### src/hdl/spqb_pkg.sv
// Shared types and constants of the sprite quad batcher.
// Used by spqb_dot and sprite_quad_batcher_top; depends on nothing.
package spqb_pkg;

  localparam int MaxTexturesDef = 32;
  localparam int StackDepthDef  = 16;
  localparam int MaxQuadsDef    = 8192;

  localparam logic [1:0] OP_PUSH  = 2'd0;
  localparam logic [1:0] OP_POP   = 2'd1;
  localparam logic [1:0] OP_DRAW  = 2'd2;
  localparam logic [1:0] OP_FLUSH = 2'd3;

  localparam logic [1:0] KIND_VERTEX = 2'd0;
  localparam logic [1:0] KIND_HEADER = 2'd1;
  localparam logic [1:0] KIND_ENTRY  = 2'd2;

  localparam logic [31:0] QOne = 32'h0001_0000;

  typedef struct packed {
    logic [1:0]  opcode;
    logic [3:0]  elem_index;
    logic [31:0] matrix_value;
    logic [31:0] pos_x;
    logic [31:0] pos_y;
    logic [31:0] size_x;
    logic [31:0] size_y;
    logic        has_texture;
    logic [31:0] texture_id;
    logic [31:0] color;
  } in_t;

  typedef struct packed {
    logic [1:0]  kind;
    logic [31:0] vertex_x;
    logic [31:0] vertex_y;
    logic [31:0] vertex_z;
    logic [5:0]  tex_slot;
    logic [31:0] vertex_color;
    logic [31:0] bound_texture;
    logic [15:0] index_total;
    logic [5:0]  slot_total;
    logic        last;
  } out_t;

  // one product request into the dot unit
  typedef struct packed {
    logic        valid;
    logic [31:0] b;
    logic [3:0]  aidx;
    logic        first;
    logic        last;
    logic [3:0]  dest;
  } dot_req_t;

  typedef struct packed {
    logic        valid;
    logic [3:0]  dest;
    logic [31:0] value;
  } dot_res_t;

endpackage

### src/hdl/spqb_dot.sv
// Pipelined four-term Q16.16 dot product: multiply, accumulate, round and saturate.
// Depends on spqb_pkg; the A operand comes from the matrix RAM read port.
module spqb_dot (
  input  logic              clk_i,
  input  logic              rst_ni,
  input  spqb_pkg::dot_req_t req_i,
  input  logic              ident_i,
  input  logic [31:0]       rdata_i,
  output spqb_pkg::dot_res_t res_o,
  output logic              busy_o
);

  spqb_pkg::dot_req_t s1_q;
  logic        s2_vld_q, s2_first_q, s2_last_q;
  logic [3:0]  s2_dest_q;
  logic        s3_vld_q, s3_last_q;
  logic [3:0]  s3_dest_q;

  logic signed [31:0] a_op, b_op;
  logic signed [63:0] prod_d, prod_q;
  logic signed [65:0] acc_d, acc_q, rnd, shd;
  logic [31:0]        value;

  // base matrix is identity and never stored
  always_comb begin
    if (ident_i) begin
      a_op = (s1_q.aidx[3:2] == s1_q.aidx[1:0]) ? $signed(spqb_pkg::QOne) : 32'sd0;
    end else begin
      a_op = $signed(rdata_i);
    end
    b_op   = $signed(s1_q.b);
    prod_d = a_op * b_op;
    acc_d  = s2_first_q ? {{2{prod_q[63]}}, prod_q}
                        : acc_q + {{2{prod_q[63]}}, prod_q};
    rnd    = acc_q + 66'sd32768;
    shd    = rnd >>> 16;
    if (shd > 66'sd2147483647) begin
      value = 32'h7FFF_FFFF;
    end else if (shd < -66'sd2147483648) begin
      value = 32'h8000_0000;
    end else begin
      value = shd[31:0];
    end
  end

  always_ff @(posedge clk_i or negedge rst_ni) begin
    if (!rst_ni) begin
      s1_q     <= '0;
      s2_vld_q <= 1'b0;
      s3_vld_q <= 1'b0;
    end else begin
      s1_q     <= req_i;
      s2_vld_q <= s1_q.valid;
      s3_vld_q <= s2_vld_q;
    end
  end

  always_ff @(posedge clk_i) begin
    prod_q     <= prod_d;
    s2_first_q <= s1_q.first;
    s2_last_q  <= s1_q.last;
    s2_dest_q  <= s1_q.dest;
    if (s2_vld_q) begin
      acc_q <= acc_d;
    end
    s3_last_q <= s2_last_q;
    s3_dest_q <= s2_dest_q;
  end

  assign res_o.valid = s3_vld_q && s3_last_q;
  assign res_o.dest  = s3_dest_q;
  assign res_o.value = value;
  assign busy_o      = s1_q.valid || s2_vld_q || s3_vld_q;

endmodule

### config.mk
export PLATFORM = sky130hd
export DESIGN_NAME = spqb_dot
export DESIGN_NICKNAME = d
export VERILOG_FILES = /design/src/hdl/spqb_pkg.sv /design/src/hdl/spqb_dot.sv
export SDC_FILE = /design/constraint.sdc
export NUM_CORES = 2
export LEC_CHECK = 0
export ABC_AREA = 1
export ABC_CLOCK_PERIOD_IN_PS = 13450
export BUFFER_PORTS_ARGS = -buffer_cell sky130_fd_sc_hd__buf_2
export CORE_UTILIZATION = 70
export DETAILED_ROUTE_END_ITERATION = 12
export PLACE_DENSITY_LB_ADDON = 0.08
export SYNTH_ARGS = -nofsm -noshare
export SYNTH_HDL_FRONTEND = slang
export SYNTH_SLANG_ARGS = --single-unit
export TNS_END_PERCENT = 1
### constraint.sdc
create_clock -name clk_i -period 13.45 [get_ports clk_i]
set_clock_uncertainty 0.05 [all_clocks]
set_input_delay 1.345 -clock clk_i [delete_from_list [all_inputs] [get_ports clk_i]]
set_output_delay 1.345 -clock clk_i [all_outputs]
set_load 0.01 [all_outputs]
# Word-level counts from Yosys, hierarchy flattened
# Index checks and enable logic that the tools add are counted.
classes:
  mux: 5
  addsub: 2
  n_mul: 1
  reduce_logical: 3
  order_cmp: 2
  eq_ne: 1
ops:
  columns: ["cell", "n"]
  rows:
  - ["2-to-1 mux 32 bit", 3]
  - ["adder 66 x 17 -> 66 bit (second input constant)", 1]
  - ["adder 66 bit", 1]
  - ["2-to-1 mux 66 bit", 1]
  - ["multiplier 32 x 32 -> 64 bit", 1]
  - ["greater-than comparator 50 x 32 -> 1 bit (second input constant)", 1]
  - ["< comparator 50 x 32 -> 1 bit (second input constant)", 1]
  - ["2-to-1 mux 17 bit", 1]
  - ["equality test 2 bit", 1]
  - ["logical OR 1 bit", 2]
  - ["logical AND 1 bit", 1]
totals:
  output_inout_bits: 38
  wordCells: 29
  register_bits: 186

# Longest topological paths before layout
depth:
  ltp_word: 4
  mapped_depth: 35

# Worst setup path after synthesis
# No wires, ideal clock.
synth_path:
  path_kind: "input to register"
  startpoint: "in ident_i"
  endpoint: "reg prod_q[53]"
  path_slack_ns: 4.679
  setup_time_ns: 0.119
  n_path_buf: 2
  stages: 26
  arrival_ns: 8.602
  cell_sequence: "inv_1 -> clkbuf_1 -> nand2_1 -> clkbuf_1 -> nor2_1 -> fa_1 -> fa_1 -> fa_1 -> fa_1 -> inv_1 -> fa_1 -> inv_1 -> fa_1 -> fa_1 -> fa_1 -> ha_1 -> nand2_1 -> nor2_1 -> inv_1 -> nor2_1 -> inv_1 -> nor3_1 -> o21ai_0 -> nand3_1 -> a21oi_1 -> xnor2_1"
synth_between:
  elab_chain_len: 2
synth_rtl:
  columns: ["element", "line_no", "source"]
  rows:
  - ["from (decl)", "spqb_dot.sv:7", "input logic ident_i,"]
  - ["2-to-1 mux 32 bit", "spqb_dot.sv:26", "if (ident_i) begin"]
  - ["multiplier 32 x 32 -> 64 bit", "spqb_dot.sv:32", "prod_d = a_op * b_op;"]
  - ["net prod_d[53]", "spqb_dot.sv:20", "logic signed [63:0] prod_d, prod_q;"]
  - ["to (signal assigned)", "spqb_dot.sv:59", "prod_q <= prod_d;"]
  - ["to (decl)", "spqb_dot.sv:20", null]
# The timed path passes the listed nets, and every way through them passes these cells.
# A chain may end at the register's enable or synchronous reset.

# Final worst setup path
layout_path:
  startpoint: "in ident_i"
  endpoint: "reg prod_q[56]"
# The elaborated chain is that of the path after synthesis.

==> impl_metrics.json <==
{
  "outcome": "finished clean",
  "avgRoutedWirePerCell_microns": 23.5,
  "n_fill_cell": 5195,
  "drt-pass1-iter-count": 9,
  "cts_root_buffer": "clkbuf_16",
  "synth.largest_area_cell": "fa_1",
  "final_core_util_pct": 73.9,
  "worstPathCellList": "buf_2 -> inv_1 -> nand2_1 -> nor2_1 -> fa_1 -> fa_1 -> fa_1 -> fa_1 -> inv_1 -> fa_1 -> inv_1 -> fa_1 -> inv_1 -> fa_1 -> fa_1 -> inv_1 -> ha_1 -> nand2_1 -> nor2_1 -> inv_1 -> nor3_1 -> nand2_1 -> o211ai_1 -> xor2_1",
  "hold_path_end": "s3_dest_q[1]",
  "max-cap-violations": 0,
  "clock_tree_from_tritoncts": "done",
  "worst_case_reg_to_reg_path_depth": 29,
  "synth_async_sr_flop_share_pct": 24.2,
  "gp_routability_congestion": 1.06,
  "drive_gt1_share_pct": 5.10,
  "first_pass_grt_wire_length_mm": 257,
  "htree_levels": 4,
  "setup_violations": 0,
  "synth-seq-cells": 186,
  "worstSetupStartpointType": "input port",
  "die_w_microns": 265,
  "synth_largest_type_area_fraction_pct": 44.6,
  "die-area_sq_mm": 0.0705,
  "crit_path_top_delay_cell": "fa_1",
  "layout.area.seq_sq_mm": 0.00461,
  "mappedNetlistArea_sq_mm": 0.0486,
  "synth_cells": 6123,
  "slew_headroom_pct": 7.37,
  "placement_rows": 96,
  "port-buffer-count": 115,
  "crit_top_cell": "fa_1",
  "synthFlopType": "dfxtp_1",
  "rsz_0062_raised_after_global_routing": "no",
  "syn-num-nets": 7534,
  "place.detailed.hpwl_mm": 135,
  "final_min_period_over_clock_period_pct": 81.7,
  "yosys_warnings": 0,
  "wirelength_mm": 167,
  "r2r_end": "prod_q[34]",
  "cp.buffers_inverters": 7,
  "grt_overflow_total": 0,
  "netlist_top_cells_count": "nand2_1, inv_1, fa_1",
  "required_ns": 13.75,
  "io_pins": 116,
  "rr_startpoint": "s1_q[7]",
  "critical_path_class": "input port to register",
  "layout-area-overhead-vs-synth_pct": 4.36,
  "synthesis.area_per_instance_sq_um": 7.93,
  "worst_ep_arrival_time_ns": 11.29,
  "timing.reg2reg.setup_slack_ns": 3.83,
  "period_minus_slack_ns": 10.99,
  "core_area_sq_mm": 0.0686,
  "ys_types": 43,
  "totalNegativeSetupSlack_ns": 0,
  "hold_path_class": "register to register",
  "antenna_found_initial": 5,
  "clock.fmax_mhz": 91.0,
  "peak_per_stage_delay_on_the_critical_path_ns": 1.20,
  "synth_sequential_area_ratio_pct": 9.49,
  "initial_utilization_pct": 70.8,
  "cts.path.max_buffers": 2,
  "critical_path.max_fanout": 31,
  "route.detailed.drc": 0,
  "number_of_global_route_vias_before_repair": 45700,
  "endpoint_kind": "register",
  "drt-initial-drc-count": 5356,
  "maximum_number_of_pins_on_one_net_before_global_route_repair": 72,
  "final_antenna_net_count": 0,
  "hold_buffers": 0,
  "setup_fix_buffers_added_after_clock_tree_synthesis": 0,
  "post_dr_vias_cell": 6.07,
  "global_route.usage.total_pct": 49.6,
  "crit_family": "adder cells",
  "clk_transition_reported_paths_ns": 0.09,
  "floorplan.die.height_microns": 265,
  "clock-sinks": 186,
  "worst_hold_path.num_cells": 0,
  "vias": 43000,
  "cts_resized": 0,
  "drv_slew": 0,
  "clkLatencyLatePin_ns": 0.52,
  "final_hold_viol_count": 0,
  "synth_area_leaders": "fa_1, nand2_1, inv_1",
  "multi_input_comb_area_sq_mm": 0.0380,
  "cts_made_buffers": 17,
  "final_net_count": 7550,
  "actual_slew_at_the_worst_max_slew_pin_ns": 1.39,
  "count_of_flip_flops_with_a_built_in_enable_after_synthesis": 66,
  "post-synth-top-count-cell": "nand2_1",
  "hold_start": "s2_dest_q[1]"
}
[placed cells by master (no fill, tap or decap), types with 10 or more instances in the layout]
cell type	count
nand3_1	161
nand4_1	44
nor2_1	776
nor3_1	28
o21a_1	10
xnor2_1	27
clkbuf_16	18
or2_2	33
buf_2	115
xor2_1	62
a21o_1	28
edfxtp_1	66
buf_4	71
dfxtp_1	74
a21oi_1	184
nand2_2	37
inv_1	1371
o21ai_0	142
dfrtp_1	44
ha_1	250
clkinv_1	22
a31oi_1	22
o21bai_1	18
nand2_1	1385
fa_1	1083
[worst max path at each step]
stage | startpoint | to | depth (start not counted)
6_report | ident_i | prod_q[56] | 24
5_1_grt | ident_i | prod_q[53] | 25
4_1_cts | ident_i | prod_q[56] | 24
3_5_place_dp | ident_i | prod_q[63] | 25
3_3_place_gp | ident_i | prod_q[56] | 24
2_1_floorplan | ident_i | prod_q[53] | 26
[stage by stage]
stage	cell area, sq um	hold WS [ns]	std cells	setup WS [ns]
after floorplan	48600	0.260	6123	4.68
after global placement	50100	0.260	7051	2.28
after detailed placement	50100	0.266	7051	2.24
after CTS	50700	0.288	7083	2.74
after global routing	50700	0.290	7083	2.13
final	50700	0.286	7086	2.46
[routing by layer]
layer	GRT usage, %	up-vias	routed length [microns]
met5	0	-	17
met4	36.7	2	15300
met3	15.7	994	23200
met2	75.6	3224	72800
met1	59.2	20800	55400
li1	-	18000	-
[cells by family after synthesis]
logic type      synth area share [%]
compound gates                  4.77
xor+xnor                        1.60
fa+ha+maj                       51.1
buf+inv                         12.3
flops                           9.49
simple gates                    20.7
[layout make-up]
type / instances / share of cell area [%]
clock buffer: 20 / 0.923
timing repair buffer: 186 / 2.19
tap: 931 / 2.30
multi-input combinational: 4347 / 74.9
antenna: 3 / 0.0148
inverter: 1401 / 10.4
sequential: 186 / 9.10
clock inverter: 12 / 0.207
[flip-flops by register name, summed over array words and instances (netlist names)]
| signal | cells |
|---|---|
| s2_vld_q | 1 |
| s2_last_q | 1 |
| b_op | 32 |
| s1_q | 11 |
| s3_vld_q | 1 |
| s3_dest_q | 4 |
| s2_dest_q | 4 |
| s3_last_q | 1 |
| s2_first_q | 1 |
| prod_q | 64 |
| acc_q | 66 |
[worst reg2reg max path, delay by kind of cell, from the launching register on]
| kind | cells | cell delay (ns) |
|---|---|---|
| buffers and inverters | 7 | 1.36 |
| AOI/OAI and AO/OA | 3 | 1.50 |
| xor gates and xnor gates | 1 | 0.31 |
| DFF | 1 | 0.38 |
| adders and majority gates | 9 | 4.27 |
| and+or+nand+nor | 9 | 1.64 |
Power is not shown: default switching activity piles up to over one toggle a cycle in this logic, so the estimate is an artifact.
